--- config.mk ---
export PLATFORM = sky130hd
export DESIGN_NAME = ml_token_lexer_core
export DESIGN_NICKNAME = d
export VERILOG_FILES = /design/src/rtl/core/mtl_pkg.sv /design/src/rtl/core/mtl_front.sv /design/src/rtl/core/mtl_queue.sv /design/src/rtl/core/ml_token_lexer_core.sv
export SDC_FILE = /design/constraint.sdc
export NUM_CORES = 1
export LEC_CHECK = 0
export BUFFER_PORTS_ARGS = -buffer_cell sky130_fd_sc_hd__clkbuf_2
export CAP_MARGIN = 20
export CORE_MARGIN = 2
export CORE_UTILIZATION = 55
export DETAILED_ROUTE_END_ITERATION = 8
export HOLD_SLACK_MARGIN = 0.1
export PLACE_DENSITY = 0.72
export SLEW_MARGIN = 30
export SYNTH_ARGS = -nofsm -noshare
export SYNTH_HDL_FRONTEND = slang
export SYNTH_SLANG_ARGS = --single-unit
--- constraint.sdc ---
create_clock -name clk -period 5.2 [get_ports clk]
set_input_delay 0.52 -clock clk [delete_from_list [all_inputs] [get_ports clk]]
set_output_delay 0.52 -clock clk [all_outputs]
set_load 0.005 [all_outputs]
--- src/rtl/core/mtl_pkg.sv ---
`timescale 1ns / 1ps

package mtl_pkg;

    localparam logic [4:0] KIND_BAD    = 5'd0;
    localparam logic [4:0] KIND_INT    = 5'd1;
    localparam logic [4:0] KIND_FLOAT  = 5'd2;
    localparam logic [4:0] KIND_ID     = 5'd3;
    localparam logic [4:0] KIND_LET    = 5'd4;
    localparam logic [4:0] KIND_IN     = 5'd5;
    localparam logic [4:0] KIND_REC    = 5'd6;
    localparam logic [4:0] KIND_IF     = 5'd7;
    localparam logic [4:0] KIND_THEN   = 5'd8;
    localparam logic [4:0] KIND_ELSE   = 5'd9;
    localparam logic [4:0] KIND_PLUS   = 5'd10;
    localparam logic [4:0] KIND_MINUS  = 5'd11;
    localparam logic [4:0] KIND_TIMES  = 5'd12;
    localparam logic [4:0] KIND_FPLUS  = 5'd13;
    localparam logic [4:0] KIND_FMINUS = 5'd14;
    localparam logic [4:0] KIND_FTIMES = 5'd15;
    localparam logic [4:0] KIND_SEMI2  = 5'd16;
    localparam logic [4:0] KIND_LPAREN = 5'd17;
    localparam logic [4:0] KIND_RPAREN = 5'd18;
    localparam logic [4:0] KIND_EQUAL  = 5'd19;
    localparam logic [4:0] KIND_COMMA  = 5'd20;
    localparam logic [4:0] KIND_QUIT   = 5'd21;

    // Keyword text, first character in the low byte
    localparam logic [63:0] WORD_LET  = 64'h0000_0000_0074_656c;
    localparam logic [63:0] WORD_IN   = 64'h0000_0000_0000_6e69;
    localparam logic [63:0] WORD_REC  = 64'h0000_0000_0063_6572;
    localparam logic [63:0] WORD_IF   = 64'h0000_0000_0000_6669;
    localparam logic [63:0] WORD_THEN = 64'h0000_0000_6e65_6874;
    localparam logic [63:0] WORD_ELSE = 64'h0000_0000_6573_6c65;
    localparam logic [63:0] WORD_QUIT = 64'h0000_0074_6975_7123;

    localparam int QUEUE_DEPTH = 4;
    localparam int QPTR_W      = 2;

    typedef struct packed {
        logic [4:0]  kind;
        logic [63:0] text;
        logic [3:0]  len;
        logic [26:0] num;
        logic [2:0]  frac;
        logic        err;
        logic        last;
    } token_t;

    typedef struct packed {
        logic [1:0] count;
        token_t     tok_a;
        token_t     tok_b;
    } front_out_t;

endpackage

--- src/rtl/core/mtl_front.sv ---
`timescale 1ns / 1ps

module mtl_front #(
    parameter int MAX_TEXT = 9
) (
    input  logic                  clk,
    input  logic                  rst_n,
    input  logic                  step,
    input  logic [7:0]            char_in,
    output mtl_pkg::front_out_t   fout
);

    typedef enum logic [3:0] {
        S_INIT, S_INT, S_DOT, S_FRAC, S_ID, S_SHARP, S_CMD,
        S_PLUSW, S_MINUSW, S_TIMESW, S_SEMIW, S_CMDSEMIW
    } state_t;

    typedef struct packed {
        state_t      st;
        logic [63:0] text;
        logic [3:0]  cnt;
        logic [26:0] acc;
        logic [2:0]  frac;
        logic        err;
    } lex_t;

    typedef struct packed {
        lex_t             nxt;
        logic             emit;
        mtl_pkg::token_t  tok;
        logic             again;
    } step_t;

    localparam logic [3:0] TextLim = 4'(MAX_TEXT - 1);

    lex_t  lex_reg;
    lex_t  lex_next;
    step_t h1;
    step_t h2;

    function automatic mtl_pkg::token_t make_tok(lex_t s, logic [4:0] k,
                                                 logic [26:0] n, logic [2:0] f);
        mtl_pkg::token_t t;
        t.kind = k;
        t.text = s.text;
        t.len  = s.cnt;
        t.num  = n;
        t.frac = f;
        t.err  = s.err;
        t.last = 1'b0;
        return t;
    endfunction

    function automatic lex_t append(lex_t s, logic [7:0] c);
        lex_t w;
        w = s;
        if (s.cnt < 4'd8)
        begin
            w.text[{s.cnt[2:0], 3'b000} +: 8] = c;
            w.cnt = s.cnt + 4'd1;
        end
        return w;
    endfunction

    function automatic logic [26:0] mul10(logic [26:0] a);
        return (a << 3) + (a << 1);
    endfunction

    function automatic logic [4:0] word_kind(lex_t s);
        logic [4:0] k;
        k = mtl_pkg::KIND_ID;
        if (s.cnt == 4'd3 && s.text == mtl_pkg::WORD_LET)       k = mtl_pkg::KIND_LET;
        else if (s.cnt == 4'd2 && s.text == mtl_pkg::WORD_IN)   k = mtl_pkg::KIND_IN;
        else if (s.cnt == 4'd3 && s.text == mtl_pkg::WORD_REC)  k = mtl_pkg::KIND_REC;
        else if (s.cnt == 4'd2 && s.text == mtl_pkg::WORD_IF)   k = mtl_pkg::KIND_IF;
        else if (s.cnt == 4'd4 && s.text == mtl_pkg::WORD_THEN) k = mtl_pkg::KIND_THEN;
        else if (s.cnt == 4'd4 && s.text == mtl_pkg::WORD_ELSE) k = mtl_pkg::KIND_ELSE;
        return k;
    endfunction

    function automatic step_t handle(lex_t s, logic [7:0] c);
        step_t       r;
        lex_t        w;
        logic        dig;
        logic        alp;
        logic        spc;
        logic        done;
        logic [4:0]  base;
        state_t      st0;
        r    = '0;
        w    = s;
        done = 1'b0;
        base = mtl_pkg::KIND_PLUS;
        dig  = (c >= 8'h30) && (c <= 8'h39);
        alp  = ((c >= 8'h61) && (c <= 8'h7a)) || ((c >= 8'h41) && (c <= 8'h5a));
        spc  = (c == 8'h20) || ((c >= 8'h09) && (c <= 8'h0d));
        case (s.st)
            S_INT:
            begin
                if (!dig && c != 8'h2e)
                begin
                    r.emit  = 1'b1;
                    r.tok   = make_tok(s, mtl_pkg::KIND_INT, s.err ? 27'd0 : s.acc, 3'd0);
                    r.again = 1'b1;
                    done    = 1'b1;
                end
            end
            S_FRAC:
            begin
                if (!dig)
                begin
                    r.emit  = 1'b1;
                    r.tok   = make_tok(s, mtl_pkg::KIND_FLOAT, s.err ? 27'd0 : s.acc,
                                       s.err ? 3'd0 : s.frac);
                    r.again = 1'b1;
                    done    = 1'b1;
                end
            end
            S_DOT:
            begin
                if (!dig)
                begin
                    if (s.cnt < TextLim)
                        w = append(s, 8'h30);
                    r.emit  = 1'b1;
                    r.tok   = make_tok(w, mtl_pkg::KIND_FLOAT, s.err ? 27'd0 : mul10(s.acc),
                                       s.err ? 3'd0 : 3'd1);
                    r.again = 1'b1;
                    done    = 1'b1;
                end
            end
            S_ID:
            begin
                if (!alp && !dig)
                begin
                    r.emit  = 1'b1;
                    r.tok   = make_tok(s, word_kind(s), 27'd0, 3'd0);
                    r.again = 1'b1;
                    done    = 1'b1;
                end
            end
            S_CMD:
            begin
                if (!alp && !dig)
                begin
                    done = 1'b1;
                    if (c == 8'h3b)
                        w.st = S_CMDSEMIW;
                    else
                    begin
                        w.err  = 1'b1;
                        r.emit = 1'b1;
                        r.tok  = make_tok(w, mtl_pkg::KIND_BAD, 27'd0, 3'd0);
                    end
                end
            end
            S_PLUSW, S_MINUSW, S_TIMESW:
            begin
                if (s.st == S_MINUSW)      base = mtl_pkg::KIND_MINUS;
                else if (s.st == S_TIMESW) base = mtl_pkg::KIND_TIMES;
                r.emit = 1'b1;
                done   = 1'b1;
                if (c == 8'h2e)
                    r.tok = make_tok(s, base + 5'd3, 27'd0, 3'd0);
                else
                begin
                    r.tok   = make_tok(s, base, 27'd0, 3'd0);
                    r.again = 1'b1;
                end
            end
            S_SEMIW:
            begin
                done   = 1'b1;
                r.emit = 1'b1;
                if (c == 8'h3b)
                    r.tok = make_tok(s, mtl_pkg::KIND_SEMI2, 27'd0, 3'd0);
                else
                begin
                    w.err = 1'b1;
                    r.tok = make_tok(w, mtl_pkg::KIND_BAD, 27'd0, 3'd0);
                end
            end
            S_CMDSEMIW:
            begin
                done   = 1'b1;
                r.emit = 1'b1;
                if (c == 8'h3b && s.cnt == 4'd5 && s.text == mtl_pkg::WORD_QUIT)
                    r.tok = make_tok(s, mtl_pkg::KIND_QUIT, 27'd0, 3'd0);
                else
                begin
                    w.err = 1'b1;
                    r.tok = make_tok(w, mtl_pkg::KIND_BAD, 27'd0, 3'd0);
                end
            end
            default:
            begin
                w = s;
            end
        endcase

        if (!done && !spc)
        begin
            if (w.cnt >= TextLim)
            begin
                r.emit = 1'b1;
                r.tok  = make_tok(w, mtl_pkg::KIND_BAD, 27'd0, 3'd0);
            end
            else
            begin
                st0 = w.st;
                w   = append(w, c);
                case (c)
                    8'h2b: w.st = S_PLUSW;
                    8'h2d: w.st = S_MINUSW;
                    8'h2a: w.st = S_TIMESW;
                    8'h3b: w.st = S_SEMIW;
                    8'h28:
                    begin
                        r.emit = 1'b1;
                        r.tok  = make_tok(w, mtl_pkg::KIND_LPAREN, 27'd0, 3'd0);
                    end
                    8'h29:
                    begin
                        r.emit = 1'b1;
                        r.tok  = make_tok(w, mtl_pkg::KIND_RPAREN, 27'd0, 3'd0);
                    end
                    8'h3d:
                    begin
                        r.emit = 1'b1;
                        r.tok  = make_tok(w, mtl_pkg::KIND_EQUAL, 27'd0, 3'd0);
                    end
                    8'h2c:
                    begin
                        r.emit = 1'b1;
                        r.tok  = make_tok(w, mtl_pkg::KIND_COMMA, 27'd0, 3'd0);
                    end
                    default:
                    begin
                        if (dig)
                        begin
                            if (st0 == S_INIT)     w.st = S_INT;
                            else if (st0 == S_DOT) w.st = S_FRAC;
                            if (w.st == S_INT || w.st == S_FRAC)
                                w.acc = mul10(w.acc) + 27'(c[3:0]);
                            if (w.st == S_FRAC)
                                w.frac = w.frac + 3'd1;
                        end
                        else if (c == 8'h2e)
                        begin
                            if (st0 == S_INT) w.st = S_DOT;
                            else              w.err = 1'b1;
                        end
                        else if (alp)
                        begin
                            if (st0 == S_SHARP)     w.st = S_CMD;
                            else if (st0 == S_INIT) w.st = S_ID;
                        end
                        else if (c == 8'h23)
                        begin
                            if (st0 == S_INIT) w.st = S_SHARP;
                            else               w.err = 1'b1;
                        end
                        else
                            w.err = 1'b1;
                    end
                endcase
            end
        end

        // Emitting a token clears the collection state
        if (r.emit)
            w = '0;
        r.nxt = w;
        return r;
    endfunction

    always_comb
    begin
        h1 = handle(lex_reg, char_in);
        h2 = h1.again ? handle('0, char_in) : '0;
        lex_next = h1.again ? h2.nxt : h1.nxt;
        fout.count = 2'(h1.emit) + 2'(h2.emit);
        fout.tok_a = h1.tok;
        fout.tok_b = h2.tok;
        if (h2.emit)
            fout.tok_b.last = 1'b1;
        else
            fout.tok_a.last = 1'b1;
    end

    always_ff @(posedge clk or negedge rst_n)
    begin
        if (!rst_n)
            lex_reg <= '0;
        else if (step)
            lex_reg <= lex_next;
    end

endmodule

--- src/rtl/core/mtl_queue.sv ---
`timescale 1ns / 1ps

module mtl_queue (
    input  logic                         clk,
    input  logic                         rst_n,
    input  logic [1:0]                   push_count,
    input  mtl_pkg::token_t              push_a,
    input  mtl_pkg::token_t              push_b,
    input  logic                         pop,
    output mtl_pkg::token_t              head,
    output logic [mtl_pkg::QPTR_W:0]     level
);

    mtl_pkg::token_t              entry_reg [mtl_pkg::QUEUE_DEPTH];
    logic [mtl_pkg::QPTR_W-1:0]   wr_ptr_reg;
    logic [mtl_pkg::QPTR_W-1:0]   wr_ptr_next;
    logic [mtl_pkg::QPTR_W-1:0]   rd_ptr_reg;
    logic [mtl_pkg::QPTR_W-1:0]   rd_ptr_next;
    logic [mtl_pkg::QPTR_W:0]     level_reg;
    logic [mtl_pkg::QPTR_W:0]     level_next;
    logic [mtl_pkg::QPTR_W-1:0]   wr_ptr_b;

    assign wr_ptr_b    = wr_ptr_reg + 1'b1;
    assign wr_ptr_next = wr_ptr_reg + mtl_pkg::QPTR_W'(push_count);
    assign rd_ptr_next = rd_ptr_reg + mtl_pkg::QPTR_W'(pop);
    assign level_next  = level_reg + (mtl_pkg::QPTR_W + 1)'(push_count)
                         - (mtl_pkg::QPTR_W + 1)'(pop);
    assign head        = entry_reg[rd_ptr_reg];
    assign level       = level_reg;

    always_ff @(posedge clk)
    begin
        if (push_count != 2'd0)
            entry_reg[wr_ptr_reg] <= push_a;
        if (push_count == 2'd2)
            entry_reg[wr_ptr_b] <= push_b;
    end

    always_ff @(posedge clk or negedge rst_n)
    begin
        if (!rst_n)
        begin
            wr_ptr_reg <= '0;
            rd_ptr_reg <= '0;
            level_reg  <= '0;
        end
        else
        begin
            wr_ptr_reg <= wr_ptr_next;
            rd_ptr_reg <= rd_ptr_next;
            level_reg  <= level_next;
        end
    end

endmodule

--- src/rtl/core/ml_token_lexer_core.sv ---
`timescale 1ns / 1ps

// Channel  Direction  Handshake              Payload
// input    in         in_valid / in_stall    char_in
// output   out        out_valid / out_stall  token_kind, token_text, text_length,
//                                            number_digits, fraction_digits,
//                                            error_seen, last_of_run
//
// One character per cycle enters the lexer unless input stalls; it yields
// zero, one or two tokens in that same cycle, written into a four-entry
// token queue. The queue drains one token per cycle unless output stalls,
// so a character that yields two tokens uses more output bandwidth than
// input bandwidth; input stalls when fewer than two queue slots are free.
// Reset clears the lexer state and empties the queue; no clearing pass.
// Output stall only backs up the queue; the lexer keeps going until input stalls.

module ml_token_lexer_core #(
    parameter int MAX_TEXT = 9
) (
    input  logic        clk,
    input  logic        rst_n,
    input  logic        in_valid,
    output logic        in_stall,
    input  logic [7:0]  char_in,
    output logic        out_valid,
    input  logic        out_stall,
    output logic [4:0]  token_kind,
    output logic [63:0] token_text,
    output logic [3:0]  text_length,
    output logic [26:0] number_digits,
    output logic [2:0]  fraction_digits,
    output logic        error_seen,
    output logic        last_of_run
);

    mtl_pkg::front_out_t          fout;
    mtl_pkg::token_t              head;
    logic [mtl_pkg::QPTR_W:0]     level;
    logic                         in_take;
    logic                         out_take;
    logic [1:0]                   push_count;

    // Hold input unless two free slots remain for a worst-case character
    assign in_stall   = level > (mtl_pkg::QPTR_W + 1)'(mtl_pkg::QUEUE_DEPTH - 2);
    assign in_take    = in_valid && !in_stall;
    assign out_valid  = level != '0;
    assign out_take   = out_valid && !out_stall;
    // Drop the front's results unless the transaction actually happens
    assign push_count = in_take ? fout.count : 2'd0;

    mtl_front #(
        .MAX_TEXT (MAX_TEXT)
    ) u_front (
        .clk     (clk),
        .rst_n   (rst_n),
        .step    (in_take),
        .char_in (char_in),
        .fout    (fout)
    );

    mtl_queue u_queue (
        .clk        (clk),
        .rst_n      (rst_n),
        .push_count (push_count),
        .push_a     (fout.tok_a),
        .push_b     (fout.tok_b),
        .pop        (out_take),
        .head       (head),
        .level      (level)
    );

    assign token_kind      = head.kind;
    assign token_text      = head.text;
    assign text_length     = head.len;
    assign number_digits   = head.num;
    assign fraction_digits = head.frac;
    assign error_seen      = head.err;
    assign last_of_run     = head.last;

    a_level_bound: assert property (@(posedge clk) disable iff (!rst_n)
        level <= (mtl_pkg::QPTR_W + 1)'(mtl_pkg::QUEUE_DEPTH))
        else $error("token queue overflow");

    a_kind_range: assert property (@(posedge clk) disable iff (!rst_n)
        out_valid |-> token_kind <= mtl_pkg::KIND_QUIT)
        else $error("token kind out of range");

    a_len_range: assert property (@(posedge clk) disable iff (!rst_n)
        out_valid |-> text_length <= 4'd8)
        else $error("token text length out of range");

    a_two_push: assert property (@(posedge clk) disable iff (!rst_n)
        (in_take && fout.count == 2'd2) |=> out_valid)
        else $error("two tokens pushed but queue empty");

endmodule

# After elaboration in Yosys (flattened, before gate mapping)
# Memories as Yosys holds them, arrays and structs flattened.
# Cells that the tools add are included.
[word_totals]
word_cells = 220
ramBits = 420
reg_bits = 110
mem_count = 1
input_bits = 12
romBits = 0
latch_bits = 0
[op_classes]
shifts = 4
div_mod_pow = 0
bitwise = 0
reduce_logical = 36
n_addsub = 15
eq_ne = 41
mul = 0
n_lt_le_gt_ge = 12
mux = 102
[mem_list]
columns = ["name", "words", "width", "rd", "rd_clocked_by_memory_dff", "write_ports", "line", "rtl"]
rows = [
  ["u_queue.entry_reg", 4, 105, 1, 0, 2, "mtl_queue.sv:14", "mtl_pkg::token_t entry_reg [mtl_pkg::QUEUE_DEPTH];"],
]
[ops]
columns = ["cell", "n"]
rows = [
  ["$pmux W106 S4", 2],
  ["$pmux W106 S8", 1],
  ["$mux W103", 6],
  ["$mux W106", 5],
  ["$mux W107", 4],
  ["$mux W105", 3],
  ["$mux W210", 1],
  ["$mux W99", 2],
  ["$bwmux W64", 2],
  ["$eq A64 B15 Y1 const B", 2],
  ["$eq A64 B23 Y1 const B", 2],
  ["$eq A64 B31 Y1 const B", 2],
  ["$shift A8 B8 Y64 const A", 2],
  ["$mux W98", 1],
  ["$mux W4", 24],
  ["$eq A8 B6 Y1 const B", 11],
  ["$mux W27", 3],
  ["$mux W68", 1],
  ["$eq A64 B39 Y1 const B", 1],
  ["$shiftx A8 B8 Y64", 1],
  ["$shiftx A8 B8 Y64 const A", 1],
  ["$mux W31", 2],
  ["$add A27 B27 Y27", 2],
  ["$pmux W4 S5", 2],
  ["46 further kinds", 127],
]

# Logic depth before layout (Yosys ltp)
[logic_depth]
depth_word = 23
ltp_mapped = 20
depth_no_buf = 13

# By module
# A second synthesis with hierarchy kept.
[hier_totals]
hier_cells = 2400
area_unflattened_um2 = 31851.8
[by_module_without_submodules]
columns = ["module", "area_per_inst_um2", "n_inst", "cells_each"]
rows = [
  ["mtl_queue", 20543.5, 1, 1054],
  ["mtl_front", 11240.8, 1, 1339],
  ["ml_token_lexer_core", 67.6, 1, 7],
]

# Least setup slack after synthesis
# No wires, ideal clock.
[synth_path]
path_type = "input port to flip-flop"
startpoint = "input port char_in[4]"
endpoint = "memory u_queue.entry_reg[3][0] (netlist bit) (enable)"
setup_ps = 312
arrival_ps = 4155
setup_slack_ps = 733
path_stages = 17
path_buffers = 6
cell_sequence = "buf_2 -> or3_1 -> or4_1 -> o311a_1 -> and4_1 -> clkbuf_1 -> nor2_1 -> inv_1 -> buf_2 -> buf_2 -> ha_1 -> clkbuf_1 -> o21ai_0 -> nor2_1 -> nor2_1 -> clkbuf_1 -> inv_1"
[synth_rtl]
columns = ["element", "line", "rtl"]
rows = [
  ["start: declaration", "ml_token_lexer_core.sv:24", "input logic [7:0] char_in,"],
  ["end: declaration", "mtl_queue.sv:14", ""],
]

==> impl_metrics.csv <==
group,metric,value,unit
status,status,"completed",
clock_tree,cts_buffers,54,
route,vias,23613,
clock_tree,cts_hold_buf,1,
clock_tree,clock_latency,0.62,ns
synth,ys_warn_count,0,
timing,min_period_over_period,0.885,
timing,setup_viol,0,
global_routing,grtUsageTotal,0.350,
synth,synth_ff_type,"dfxtp_1",
floorplanning,core,47800,um^2
route,drtPass1Iterations,5,
synth,yosysSeqAreaShare,0.439,
cells_and_area,post-route-util,0.631,
floorplanning,dieArea,50300,um^2
floorplanning,io_pins,119,
synth,yosysTopAreaCell,"dfxtp_1",
route,ant_nets,0,
synth,synth_fp_nets,2842,
timing,rsz0062_at_grt,"no",
clock_tree,cts_sinks,530,
worst_hold_path,hp-class,"in2reg",
synth,ys_types,95,
pwr,p_leak,11.8,nW
synth,synth_most_common_cell,"dfxtp_1",
global_routing,antenna_found_initial,0,
worst_setup_path,start_kind,"flop",
cells_and_area,areaGrowthSynthToFinish,13.2,%
timing,fin_crit,4.60,ns
synth,syn-cell-area,26700,um^2
timing,hold_viol,0,
cells_and_area,largest_register_ffs,420,
global_routing,gr-total-overflow,0,
synth,synth.top_cells.by_count,"dfxtp_1, o21ai_0, nand2_1, nand3_1, clkbuf_1",
worst_setup_path,cp.buffers_inverters,4,
placement,gp_congestion,1.04,
worst_setup_path,cp_top_family,"simple AND/OR/NAND/NOR gates",
worst_setup_path,critPathKind,"reg2reg",
timing,skew,0.0186,ns
timing,worst_hold_slack,0.329,ns
cells_and_area,drive_above_1_share,0.168,
global_routing,grt_max_degree,107,
timing,slew_headroom,0.325,
clock_tree,cts_tree,"yes",
floorplanning,initial_utilization,0.558,
clock_tree,htreeDepth,2,
worst_setup_path,path_cells,"or4b_4 -> a211oi_4 -> nand2_1 -> nand2_1 -> inv_1 -> ha_1 -> ha_1 -> a211oi_1 -> buf_4 -> nand3_1 -> nor2_1 -> buf_4 -> nand2_1 -> a21boi_0 -> buf_4 -> a22o_1",
clock_tree,cts-resized-gates,0,
global_routing,grt_pass1_vias,23061,
floorplanning,rows,80,
timing,slew_violations,0,
synth,netlist.area_leader.share,0.273,
synth,synth_area_per_cell,9.75,um^2
worst_setup_path,worstPathArrival,5.16,ns
synth,synth_cells,2737,
cells_and_area,n_fill_cell,3887,
worst_setup_path,slowest_delay,0.62,ns
synth,synthArstFlopShare,0.208,
timing,tns,0,ns
route,routed_wirelength,88800,um
clock_tree,clkSlewWorstSetupHoldPaths,0.06,ns
placement,dpl.hpwl,60800,um
run,max_cap_violations,0,
pwr,peakVddDrop,0.421,mV
worst_setup_path,crit_fanout,14,
route,drt_iter0_markers,2586,
placement,io_buffers,118,
global_routing,grt_pass1_wl,136000,um
floorplanning,die_w,224,um
synth,ys_ff_latch,530,
clock_tree,clk_path_buf_depth,3,
worst_setup_path,crit_path_top_delay_cell,"or4b_4",
synth,synth_edf_count,56,
route,drt_drc_violations_left,0,
timing,tightest_slew,1.00,ns
pwr,p_per_area,542,nW/um^2
timing,fmax,217,MHz
floorplanning,die_h,224,um
synth,yosys-top-cells-area,"dfxtp_1, dfrtp_1, mux4_2",
route,routedWlPerCell,25.5,um
route,via_per_inst,6.78,
clock_tree,cts-root-buf,"clkbuf_16",
cells_and_area,finalNetCount,2931,
worst_setup_path,cp-end-kind,"flop",
worst_setup_path,crit_required,5.76,ns
clock_tree,post-cts-setup-buffers,0,
==> path summary, 6_finish.rpt <==
kind	start	endpoint	slack, ns	cells after the start
worst max-delay path	u_front.lex_reg[102]	u_queue.entry_reg[3][76]	0.60	16
worst min-delay path	out_stall	u_queue.rd_ptr_reg[0]	0.33	3
worst max register to register	u_front.lex_reg[102]	u_queue.entry_reg[3][76]	0.60	16
worst min register to register	u_queue.entry_reg[3][70]	u_queue.entry_reg[3][70]	0.45	2
max in group asynchronous	rst_n	u_front.lex_reg[86]	3.64	3
min in group asynchronous	rst_n	u_front.lex_reg[29]	0.46	2
==> power breakdown <==
part           switching, mW  total (mW)  internal, mW
sequential             0.693        5.50          4.81
combinational           4.41        6.85          2.44
clock                   1.71        4.00          2.29
total                   6.81        16.4          9.55
==> cells in the final DEF (no fill, tap or decap), drive strengths merged, types with 12 or more instances in the layout <==
master / instances
dfxtp: 364
o21ai: 363
nand2: 270
nand3: 192
clkbuf: 186
nor2: 147
a22o: 120
a21oi: 118
buf: 116
dfrtp: 110
mux4: 105
ha: 68
edfxtp: 56
inv: 47
nor3: 39
a32o: 36
o22ai: 33
o31ai: 30
xor2: 26
xnor2: 26
fa: 25
a31oi: 25
nand2b: 24
nor4: 20
a22oi: 20
nand4: 19
clkinv: 19
a211oi: 17
and3: 16
or3: 15
mux2i: 14
a21o: 12
nor2b: 12
==> area by class of cell <==
type / instances / area [um^2] / share of cell area
Clock inverter: 30 / 324 / 0.0107
Antenna cell: 1 / 2.50 / 0.0000829
Inverter: 45 / 169 / 0.00559
Multi-Input combinational cell: 1961 / 14100 / 0.468
Tap cell: 615 / 769 / 0.0255
Timing Repair Buffer: 234 / 1590 / 0.0527
Clock buffer: 69 / 1490 / 0.0493
Sequential cell: 530 / 11700 / 0.388
==> tightest hold or removal path: cells and delay by family <==
kind | cells | cell delay [ns]
simple gates | 1 | 0.16
buf+inv | 1 | 0.08
fa+ha+maj | 1 | 0.14
==> kinds of logic after synthesis <==
kind of cell	after synthesis	synth area share
AOI/OAI and AO/OA	881	0.216
adders and majority gates	93	0.0507
xor gates and xnor gates	52	0.0174
muxes	124	0.0960
DFF	530	0.439
and+or+nand+nor	811	0.145
buffers and inverters	246	0.0355
==> routing by layer <==
layer | track usage | share of wire
met5 | 0 | 0
met4 | 0.146 | 0.040
met3 | 0.0598 | 0.082
met2 | 0.571 | 0.47
met1 | 0.464 | 0.41
==> through the flow <==
| stage | std cells | area (um^2) | total power [mW] | setup WS (ns) |
|---|---|---|---|---|
| 4_1_cts | 3484 | 30200 | 16.2 | 0.700 |
| 2_1_floorplan | 2737 | 26700 | 9.75 | 0.733 |
| 6_report | 3485 | 30200 | 16.4 | 0.599 |
| 3_3_place_gp | 3384 | 28400 | 12.1 | 0.600 |
| 3_5_place_dp | 3384 | 28400 | 12.3 | 0.576 |
| 5_1_grt | 3484 | 30200 | 17.1 | 0.450 |
(Power assumes the default switching activity.)
